--- config.mk ---
export PLATFORM = sky130hd
export DESIGN_NAME = braille_keypad_code_decoder_top
export DESIGN_NICKNAME = d
export VERILOG_FILES = /design/src/design/bkcd_pkg.sv /design/src/design/bkcd_decode.sv /design/src/design/braille_keypad_code_decoder_top.sv
export VERILOG_INCLUDE_DIRS = /design/src /design/src/design
export SDC_FILE = /design/constraint.sdc
export NUM_CORES = 1
export LEC_CHECK = 0
export ABC_AREA = 1
export ABC_CLOCK_PERIOD_IN_PS = 1390
export CORE_MARGIN = 2
export CORE_UTILIZATION = 56
export DETAILED_ROUTE_END_ITERATION = 6
export DONT_BUFFER_PORTS = 1
export PLACE_DENSITY = 0.83
export SKIP_LAST_GASP = 1
export SLEW_MARGIN = 20
export SYNTH_ARGS = -nofsm -noshare
export SYNTH_HDL_FRONTEND = slang
export SYNTH_SLANG_ARGS = --single-unit
--- constraint.sdc ---
create_clock -name clk -period 1.39 [get_ports clk]
set_input_delay 0.2085 -clock clk [delete_from_list [all_inputs] [get_ports clk]]
set_output_delay 0.2085 -clock clk [all_outputs]
set_load 0.05 [all_outputs]
--- src/design/braille_keypad_code_decoder_top_assert.svh ---
// ----------------------------------------------------------------------------
// Assertion macros
// Shared concurrent assertion forms for the braille keypad code decoder
// ----------------------------------------------------------------------------
`ifndef BRAILLE_KEYPAD_CODE_DECODER_TOP_ASSERT_SVH
`define BRAILLE_KEYPAD_CODE_DECODER_TOP_ASSERT_SVH

// same-cycle implication
`define BKCD_ASSERT_NOW(label, clock, resetn, ante, cons) \
    label: assert property (@(posedge clock) disable iff (!resetn) (ante) |-> (cons)) \
        else $error("bkcd assertion failed");

// next-cycle implication
`define BKCD_ASSERT_NEXT(label, clock, resetn, ante, cons) \
    label: assert property (@(posedge clock) disable iff (!resetn) (ante) |=> (cons)) \
        else $error("bkcd assertion failed");

`endif

--- src/design/bkcd_pkg.sv ---
// ----------------------------------------------------------------------------
// Braille keypad code decoder package
// Key-code constants, event and command codes, result type
// ----------------------------------------------------------------------------
package bkcd_pkg;

    localparam int BYTE_W  = 8;
    localparam int KIND_W  = 3;
    localparam int CELL_W  = 7;
    localparam int CMD_W   = 2;
    localparam int DOTS_W  = 8;

    localparam logic [KIND_W-1:0] KIND_NONE   = 3'd0;
    localparam logic [KIND_W-1:0] KIND_CURSOR = 3'd1;
    localparam logic [KIND_W-1:0] KIND_CMD    = 3'd2;
    localparam logic [KIND_W-1:0] KIND_SPACE  = 3'd3;
    localparam logic [KIND_W-1:0] KIND_CHORD  = 3'd4;

    localparam logic [CMD_W-1:0] CMD_BACKWARD = 2'd0;
    localparam logic [CMD_W-1:0] CMD_FORWARD  = 2'd1;
    localparam logic [CMD_W-1:0] CMD_ESCAPE   = 2'd2;
    localparam logic [CMD_W-1:0] CMD_RETURN   = 2'd3;

    localparam logic [BYTE_W-1:0] CODE_ACK          = 8'h7E;
    localparam logic [BYTE_W-1:0] CODE_CURSOR_LO    = 8'h20;
    localparam logic [BYTE_W-1:0] CODE_CURSOR_HI    = 8'h6F;
    localparam logic [BYTE_W-1:0] CODE_CUR_REL_LO   = 8'hA0;
    localparam logic [BYTE_W-1:0] CODE_CUR_REL_HI   = 8'hEF;
    localparam logic [BYTE_W-1:0] CODE_RELEASE_LO   = 8'h83;
    localparam logic [BYTE_W-1:0] CODE_DOT_REL_HI   = 8'h9F;
    localparam logic [BYTE_W-1:0] CODE_BACKWARD     = 8'h04;
    localparam logic [BYTE_W-1:0] CODE_FORWARD      = 8'h08;
    localparam logic [BYTE_W-1:0] CODE_ESCAPE       = 8'h0C;
    localparam logic [BYTE_W-1:0] CODE_RETURN       = 8'h14;
    localparam logic [BYTE_W-1:0] CODE_SPACE        = 8'h10;
    localparam logic [1:0]        DOT_KEY_TAG       = 2'b11;

    typedef struct packed {
        logic              reported;
        logic [KIND_W-1:0] event_kind;
        logic [CELL_W-1:0] cursor_cell;
        logic [CMD_W-1:0]  command_code;
        logic [DOTS_W-1:0] dots;
    } bkcd_result_t;

    // dot bit for press codes 0x03 + 4*i
    function automatic logic [DOTS_W-1:0] dot_bit(input logic [2:0] idx);
        logic [DOTS_W-1:0] b;
        case (idx)
            3'd0:    b = 8'h40;
            3'd1:    b = 8'h04;
            3'd2:    b = 8'h02;
            3'd3:    b = 8'h01;
            3'd4:    b = 8'h08;
            3'd5:    b = 8'h10;
            3'd6:    b = 8'h20;
            3'd7:    b = 8'h80;
            default: b = '0;
        endcase
        return b;
    endfunction

endpackage

--- src/design/bkcd_decode.sv ---
// ----------------------------------------------------------------------------
// Key-code decode
// Maps one key-code byte and the held chord to a result and the next chord
// ----------------------------------------------------------------------------
module bkcd_decode (
    input  logic [bkcd_pkg::BYTE_W-1:0] rx_byte,
    input  logic [bkcd_pkg::DOTS_W-1:0] chord,
    output bkcd_pkg::bkcd_result_t      result,
    output logic [bkcd_pkg::DOTS_W-1:0] chord_next
);
    import bkcd_pkg::*;

    logic [BYTE_W-1:0] cell_full;

    assign cell_full = rx_byte - CODE_CURSOR_LO;

    always_comb
    begin
        result     = '0;
        chord_next = chord;
        if (rx_byte == CODE_ACK)
        begin
            chord_next = chord;
        end
        else if (rx_byte inside {[CODE_CURSOR_LO:CODE_CURSOR_HI]})
        begin
            result.reported    = 1'b1;
            result.event_kind  = KIND_CURSOR;
            result.cursor_cell = cell_full[CELL_W-1:0];
            chord_next         = '0;
        end
        else if (rx_byte inside {[CODE_CUR_REL_LO:CODE_CUR_REL_HI]})
        begin
            chord_next = '0;
        end
        else if (rx_byte < CODE_CURSOR_LO)
        begin
            if (rx_byte[1:0] == DOT_KEY_TAG)
            begin
                chord_next      = chord | dot_bit(rx_byte[4:2]);
                result.reported = 1'b1;
            end
            else
            begin
                case (rx_byte)
                    CODE_BACKWARD:
                    begin
                        result.reported     = 1'b1;
                        result.event_kind   = KIND_CMD;
                        result.command_code = CMD_BACKWARD;
                        chord_next          = '0;
                    end
                    CODE_FORWARD:
                    begin
                        result.reported     = 1'b1;
                        result.event_kind   = KIND_CMD;
                        result.command_code = CMD_FORWARD;
                        chord_next          = '0;
                    end
                    CODE_ESCAPE:
                    begin
                        result.reported     = 1'b1;
                        result.event_kind   = KIND_CMD;
                        result.command_code = CMD_ESCAPE;
                        chord_next          = '0;
                    end
                    CODE_RETURN:
                    begin
                        result.reported     = 1'b1;
                        result.event_kind   = KIND_CMD;
                        result.command_code = CMD_RETURN;
                        chord_next          = '0;
                    end
                    CODE_SPACE:
                    begin
                        result.reported   = 1'b1;
                        result.event_kind = KIND_SPACE;
                        chord_next        = '0;
                    end
                    default:
                    begin
                        chord_next = chord;
                    end
                endcase
            end
        end
        else if (rx_byte >= CODE_RELEASE_LO)
        begin
            if ((rx_byte <= CODE_DOT_REL_HI) && (rx_byte[1:0] == DOT_KEY_TAG))
            begin
                if (chord != '0)
                begin
                    result.reported   = 1'b1;
                    result.event_kind = KIND_CHORD;
                    result.dots       = chord;
                    chord_next        = '0;
                end
            end
            else
            begin
                chord_next = '0;
            end
        end
    end

endmodule

--- src/design/braille_keypad_code_decoder_top.sv ---
// path: an input beat is held in the input register, then its result in the result register
// throughput: one key-code byte per cycle while out_ready allows it, set by the single-pass decode stage
// the chord register updates as a byte moves from the input to the result register
// reset: rst_n asynchronous active low, clears both valid flags and the chord
// ----------------------------------------------------------------------------
// Braille keypad code decoder top
// Two-stage pipeline around the key-code decode with the held dot chord
// ----------------------------------------------------------------------------
`include "braille_keypad_code_decoder_top_assert.svh"

module braille_keypad_code_decoder_top (
    input  logic                          clk,
    input  logic                          rst_n,
    input  logic                          in_valid,
    output logic                          in_ready,
    input  logic [bkcd_pkg::BYTE_W-1:0]   rx_byte,
    output logic                          out_valid,
    input  logic                          out_ready,
    output logic                          reported,
    output logic [bkcd_pkg::KIND_W-1:0]   event_kind,
    output logic [bkcd_pkg::CELL_W-1:0]   cursor_cell,
    output logic [bkcd_pkg::CMD_W-1:0]    command_code,
    output logic [bkcd_pkg::DOTS_W-1:0]   dots
);
    import bkcd_pkg::*;

    logic              stage_valid_reg;
    logic [BYTE_W-1:0] byte_reg;
    logic              out_valid_reg;
    bkcd_result_t      result_reg;
    logic [DOTS_W-1:0] chord_reg;
    logic [DOTS_W-1:0] chord_next;
    bkcd_result_t      result_next;
    logic              advance;
    logic              in_beat;

    assign advance  = stage_valid_reg && (!out_valid_reg || out_ready);
    assign in_ready = !stage_valid_reg || advance;
    assign in_beat  = in_valid && in_ready;

    bkcd_decode u_decode (
        .rx_byte    (byte_reg),
        .chord      (chord_reg),
        .result     (result_next),
        .chord_next (chord_next)
    );

    always_ff @(posedge clk or negedge rst_n)
    begin
        if (!rst_n)
        begin
            stage_valid_reg <= 1'b0;
            out_valid_reg   <= 1'b0;
            chord_reg       <= '0;
        end
        else
        begin
            if (in_ready)
            begin
                stage_valid_reg <= in_valid;
            end
            if (advance)
            begin
                out_valid_reg <= 1'b1;
                chord_reg     <= chord_next;
            end
            else if (out_ready)
            begin
                out_valid_reg <= 1'b0;
            end
        end
    end

    always_ff @(posedge clk)
    begin
        if (in_beat)
        begin
            byte_reg <= rx_byte;
        end
        if (advance)
        begin
            result_reg <= result_next;
        end
    end

    assign out_valid    = out_valid_reg;
    assign reported     = result_reg.reported;
    assign event_kind   = result_reg.event_kind;
    assign cursor_cell  = result_reg.cursor_cell;
    assign command_code = result_reg.command_code;
    assign dots         = result_reg.dots;

    // chord is emptied after it is emitted
    `BKCD_ASSERT_NEXT(a_chord_clear, clk, rst_n, advance && (result_next.event_kind == KIND_CHORD), chord_reg == '0)
    // chord only changes when a byte moves to the result register
    `BKCD_ASSERT_NEXT(a_chord_hold, clk, rst_n, !advance, $stable(chord_reg))
    // any event kind implies the byte was reported
    `BKCD_ASSERT_NOW(a_event_reported, clk, rst_n, out_valid_reg && (result_reg.event_kind != KIND_NONE), result_reg.reported)
    // dots only carried by a chord event
    `BKCD_ASSERT_NOW(a_dots_chord_only, clk, rst_n, out_valid_reg && (result_reg.event_kind != KIND_CHORD), result_reg.dots == '0)

endmodule
==> impl_metrics.env, run 1 <==
export IMPL_outcome="finished with violations"
export IMPL_violations="setup timing"
export IMPL_synth_xor_area_share_pct=0
export IMPL_gp_congestion=0.874
export IMPL_cp_endpoint="chord_reg[2]$_DFFE_PN0P_"
export IMPL_cp_data_required_time_ns=1.63
export IMPL_fp_row_count=22
export IMPL_use_met1_pct=28.4
export IMPL_fin_skew_ns=0.00568
export IMPL_place_detailed_hpwl_um=2950
export IMPL_vias=1720
export IMPL_core_area_sq_um=3610
export IMPL_io_buffers=0
export IMPL_drt_pre_antenna_iters=4
export IMPL_globalRouteMet3Util_pct=3.47
export IMPL_wl_per_cell_um=16.2
export IMPL_ys_seq_area_share_pct=61.9
export IMPL_synth_top_family_by_area="simple AND/OR/NAND/NOR gates"
export IMPL_grt_start_max_net_pins=22
export IMPL_synth_nets=233
export IMPL_report_power_total_mw=3.55
export IMPL_synthCells=220
export IMPL_grt_pass1_wl_um=7000
export IMPL_drt_iter0_markers=241
export IMPL_cp_max_fo=8
export IMPL_viasPerCell=5.41
export IMPL_area_delta_synth_final_pct=36.1
export IMPL_final_area_sq_um=2820
export IMPL_period_share_pct=126
export IMPL_arrival_ns=2.00
export IMPL_crit_path_start="byte_reg[5]$_DFFE_PP_"
export IMPL_tightestPinTransition_ns=0.478
export IMPL_ir_drop_mv=0.666
export IMPL_grt_busiest_layer="met2"
export IMPL_clockBufferDepth=2
export IMPL_max_slew_margin_pct=68.0
export IMPL_power_density_nw_per_um2=1260
export IMPL_synth_fa_ha_area_share_pct=0.605
export IMPL_crit_type="reg -> reg"
export IMPL_regToRegEndpoint="chord_reg[2]$_DFFE_PN0P_"
export IMPL_place_inst=291
export IMPL_synthDistinctLibCells=20
export IMPL_grt_antenna_before_repair=0
export IMPL_synth_compound_area_share_pct=2.12
export IMPL_muxShareOfSynthArea_pct=0
export IMPL_overflow=0
export IMPL_cts_tree="built"
export IMPL_rsz0062_at_grt="true"
export IMPL_ys_ff_latch=47
export IMPL_rr_worst_depth=10
export IMPL_drt_total_wl_um=5160
export IMPL_placed_cell_area_sq_um=2370
export IMPL_pre_cts_ws_ns=-0.154
export IMPL_grt_util_met2_pct=36.0
export IMPL_clk_pin_slew_worst_paths_ns=0.09
export IMPL_r2r_slack_ns=-0.36
export IMPL_period_minus_slack_ns=1.75
export IMPL_maxSlewViolCount=0
export IMPL_cts_htree_levels=2
export IMPL_avgSynthCellArea_sq_um=9.40
export IMPL_yosysWarnings=0
export IMPL_final_cell_mix="nor2_1 (42), nand2_1 (29), edfxtp_1 (29), buf_4 (26), nand2_2 (22)"
export IMPL_final_util_pct=78.1
export IMPL_synth_area_sq_um=2070
export IMPL_r2r_start="byte_reg[5]$_DFFE_PP_"
export IMPL_cts_made_buffers=5
export IMPL_startpoint_type="flop"
export IMPL_die_area_sq_um=4200
export IMPL_p_leak_nw=1.18
export IMPL_fin_nets=282
export IMPL_hold_path_class="in -> reg"
export IMPL_first_global_vias=1545
export IMPL_setup_tns_ns=-5.24
export IMPL_worstSetupEndpointType="flop"
export IMPL_grt_util_all_layers_pct=22.0
export IMPL_fin_ws_ns=-0.363
export IMPL_stdcell_count=318
export IMPL_timing_hold_ws_ns=0.0662
export IMPL_die_y_um=64.8
export IMPL_cts_root_buffer="clkbuf_8"
export IMPL_synth_simple_area_share_pct=29.5
export IMPL_fmax_ghz=0.570
export IMPL_max_cap_viol_count=0
export IMPL_ioPinCount=35
export IMPL_drtAntennaViolNets=0
export IMPL_fill_cells=211
export IMPL_antenna_cells=0
export IMPL_drive_above_1_share_pct=40.7
export IMPL_initial_core_util_pct=57.4
export IMPL_dieWidth_um=64.8
export IMPL_layout_commonest_cell="nor2_1"
export IMPL_finalSetupViolCount=29
export IMPL_timing_hold_violations_final=0
export IMPL_clock_sinks=47
export IMPL_insertion_delay_ns=0.30
export IMPL_drc=0
==> cells in the mapped netlist <==
| cell type | n | area (sq um) |
|---|---|---|
| a21oi_1 | 1 | 5.00 |
| a21oi_2 | 1 | 8.76 |
| and3_4 | 1 | 11.3 |
| clkinv_1 | 1 | 3.75 |
| dfrtp_1 | 10 | 250 |
| dfxtp_1 | 8 | 160 |
| edfxtp_1 | 29 | 871 |
| ha_1 | 1 | 12.5 |
| inv_1 | 24 | 90.1 |
| inv_2 | 7 | 26.3 |
| nand2_1 | 47 | 176 |
| nand2_2 | 5 | 31.3 |
| nand3_1 | 6 | 30.0 |
| nand3_2 | 1 | 10.0 |
| nand3_4 | 3 | 52.6 |
| nand4_1 | 9 | 56.3 |
| nor2_1 | 53 | 199 |
| nor2_2 | 7 | 43.8 |
| o21ai_0 | 5 | 25.0 |
| o21ai_1 | 1 | 5.00 |
==> metal layers <==
metal	up-vias	wire [um]
li1	805	-
met1	804	2020
met2	92	2610
met3	19	339
met4	0	188
met5	-	0
==> worst min path at each step <==
stage / start / end / depth (start not counted)
global placement: rst_n / chord_reg[7]$_DFFE_PN0P_ / 0
finish: in_valid / stage_valid_reg$_DFFE_PN0N_ / 2
CTS: rx_byte[7] / byte_reg[7]$_DFFE_PP_ / 0
global route: in_valid / stage_valid_reg$_DFFE_PN0N_ / 2
detailed placement: rst_n / chord_reg[7]$_DFFE_PN0P_ / 0
floorplan: rst_n / chord_reg[0]$_DFFE_PN0P_ / 0
==> area by class of cell <==
type                            count  area [sq um]  area share [%]
Sequential cell                    47          1280            45.6
Multi-Input combinational cell    142           866            30.8
Timing Repair Buffer               40           350            12.4
Inverter                           32           134            4.76
Clock buffer                        5          68.8            2.44
Tap cell                           48          60.1            2.13
Clock inverter                      3          47.5            1.69
Timing Repair inverter              1          6.26           0.222
==> critical path, stage by stage (launching register included) <==
cell      delay (ns)
edfxtp_1        0.54
ha_4            0.23
inv_2           0.05
nor2_2          0.04
nand3_1         0.10
nand2_2         0.08
a21oi_4         0.18
nand3_4         0.13
nand3_4         0.17
nand2_1         0.08
nand2_1         0.08
==> repair_timing <==
action	4_1_cts	5_1_grt
endpoints found under the hold margin	11	7
buffers inserted	2	7
pin swaps	9	23
hold buffers	2	7
setup endpoints to repair	25	48
resized for setup	14	37
cloned	1	1
==> logic make-up (layout without fill, tap and decap cells) <==
group / Yosys count / count (layout)
adders and majority gates: 1 / 1
DFF: 47 / 47
and+or+nand+nor: 132 / 133
AOI/OAI and AO/OA: 8 / 8
buffers and inverters: 32 / 81
==> power breakdown <==
part / switching (mW) / internal, mW / total (mW)
registers: 0.321 / 1.64 / 1.96
logic: 0.359 / 0.199 / 0.558
clock network: 0.483 / 0.545 / 1.03
total: 1.16 / 2.38 / 3.55
Power figures use the tool's default switching activity.
==> run 2: changes to the inputs <==
ABC_CLOCK_PERIOD_IN_PS = 2160   (was 1390)
CORE_UTILIZATION = 66   (was 56)
PLACE_DENSITY = 0.91   (was 0.83)
REMOVE_ABC_BUFFERS = 1   (was unset)
clock period = 2.16 ns   (was 1.39 ns; I/O delays follow)
==> run 2 against run 1 <==
Against the previous run: the run now ends clean; cell area is 21% lower; hold slack lost 0.0081 ns; fmax up 7.9%.
==> impl_metrics.env, run 2 (synthesis gave the netlist of run 1 again) <==
export IMPL_outcome="finished clean"
export IMPL_cts_tree="built"
export IMPL_pre_cts_ws_ns=0.576
export IMPL_period_share_pct=75.2
export IMPL_first_global_vias=1169
export IMPL_timing_hold_violations_final=0
export IMPL_cts_htree_levels=2
export IMPL_p_leak_nw=0.959
export IMPL_r2r_start="byte_reg[3]$_DFFE_PP_"
export IMPL_layout_commonest_cell="nor2_1"
export IMPL_worstSetupEndpointType="flop"
export IMPL_holdPathStages=0
export IMPL_power_density_nw_per_um2=887
export IMPL_r2r_slack_ns=0.54
export IMPL_ir_drop_mv=0.537
export IMPL_max_cap_viol_count=0
export IMPL_fmax_ghz=0.616
export IMPL_cp_max_fo=10
export IMPL_hold_path_class="in -> reg"
export IMPL_max_slew_margin_pct=68.4
export IMPL_place_detailed_hpwl_um=2380
export IMPL_drc=0
export IMPL_drive_above_1_share_pct=15.5
export IMPL_rr_worst_depth=10
export IMPL_viasPerCell=5.15
export IMPL_clockBufferDepth=2
export IMPL_area_delta_synth_final_pct=8.17
export IMPL_ioPinCount=35
export IMPL_die_area_sq_um=3600
export IMPL_grt_pass1_wl_um=5320
export IMPL_dieWidth_um=60.0
export IMPL_tightestPinTransition_ns=0.475
export IMPL_arrival_ns=1.88
export IMPL_startpoint_type="flop"
export IMPL_cts_made_buffers=5
export IMPL_grt_util_all_layers_pct=20.9
export IMPL_period_minus_slack_ns=1.62
export IMPL_cts_root_buffer="clkbuf_4"
export IMPL_vias=1422
export IMPL_die_y_um=60.0
export IMPL_wl_per_cell_um=11.6
export IMPL_rsz0062_at_grt="false"
export IMPL_hold_end="byte_reg[5]$_DFFE_PP_"
export IMPL_initial_core_util_pct=68.3
export IMPL_cp_data_required_time_ns=2.42
export IMPL_report_power_total_mw=1.98
export IMPL_overflow=0
export IMPL_drt_iter0_markers=43
export IMPL_io_buffers=0
export IMPL_hp_start="rx_byte[5]"
export IMPL_final_area_sq_um=2240
export IMPL_fp_row_count=20
export IMPL_drt_total_wl_um=3200
export IMPL_insertion_delay_ns=0.35
export IMPL_fin_skew_ns=0.00196
export IMPL_grt_antenna_before_repair=0
export IMPL_drtAntennaViolNets=0
export IMPL_final_cell_mix="nor2_1 (53), nand2_1 (47), edfxtp_1 (29), inv_1 (24), dfrtp_1 (10)"
export IMPL_finalSetupViolCount=0
export IMPL_gp_congestion=0.929
export IMPL_maxSlewViolCount=0
export IMPL_clock_sinks=47
export IMPL_timing_hold_ws_ns=0.0581
export IMPL_setup_tns_ns=0
export IMPL_core_area_sq_um=3030
export IMPL_fin_ws_ns=0.536
export IMPL_placed_cell_area_sq_um=2150
export IMPL_regToRegEndpoint="chord_reg[2]$_DFFE_PN0P_"
export IMPL_grt_start_max_net_pins=22
export IMPL_cts_setup_buffers=0
export IMPL_antenna_cells=0
export IMPL_clk_pin_slew_worst_paths_ns=0.13
export IMPL_crit_type="reg -> reg"
export IMPL_fin_nets=244
export IMPL_drt_pre_antenna_iters=4
==> run 2: cell types whose count changed in the layout (fill, tap and decap cells not counted), moves of 4 or more <==
cell           delta
nor2_1           +11
o21ai_0           +4
clkbuf_8          -5
clkbuf_4          +5
nand2_2          -17
buf_4            -23
buf_6             -4
dlygate4sd3_1     -8
o21ai_2           -4
inv_1             +4
nand2_1          +18
nor2_2            -4
nor2_4            -7
==> run 2: stage by stage <==
stage | instances | utilization, %
after floorplan | 220 | -
after global placement | 267 | 70.9
after detailed placement | 267 | 70.9
after CTS | 276 | 73.9
after global routing | 276 | 73.9
final | 276 | 73.9
==> run 2: repair_timing <==
| item | 4_1_cts | 5_1_grt |
|---|---|---|
| setup endpoints to repair | 0 | 0 |
| resized for setup | 0 | 0 |
| hold endpoints to repair | 10 | 0 |
| hold buffers | 1 | 0 |
==> run 2: where the power goes <==
group / total (mW) / switching [mW] / internal (mW)
Sequential: 1.25 / 0.199 / 1.05
Combinational: 0.222 / 0.162 / 0.0601
Clock: 0.509 / 0.266 / 0.244
==> run 2: layout make-up <==
class	count	area, sq um
repair buffers	4	32.5
clock buffers	5	37.5
fillers	201	791
clock inverters	3	43.8
well taps	44	55.1
inverters	32	120
flip-flops and latches	47	1280
multi-input cells	141	667
==> run 2: worst max path at each step <==
stage                           from                       end  slack [ns]  cells after the start
2_1_floorplan  out_valid$_DFFE_PN0P_                      flop        0.12                      7
3_3_place_gp   byte_reg[5]$_DFFE_PP_    reported$_SDFFCE_PP0P_        0.64                      6
3_5_place_dp   byte_reg[3]$_DFFE_PP_  chord_reg[2]$_DFFE_PN0P_        0.58                     10
4_1_cts        byte_reg[3]$_DFFE_PP_  chord_reg[2]$_DFFE_PN0P_        0.51                     10
5_1_grt        byte_reg[3]$_DFFE_PP_  chord_reg[5]$_DFFE_PN0P_        0.39                     10
6_report       byte_reg[3]$_DFFE_PP_  chord_reg[2]$_DFFE_PN0P_        0.54                     10
==> run 2: critical path: stages (launching register included) <==
cell      delay [ns]
edfxtp_1        0.50
inv_2           0.12
nand2_1         0.06
nor2_1          0.20
inv_2           0.05
nor2_1          0.13
nor2_2          0.08
nand3_4         0.14
nand3_4         0.13
nand2_1         0.08
nand2_1         0.05
==> run 2: per-layer routing <==
layer / wire (um) / GRT usage (%)
met5: 0 / 0
met4: 46 / 8.57
met1: 1490 / 29.5
met2: 1460 / 30.3
met3: 209 / 6.06
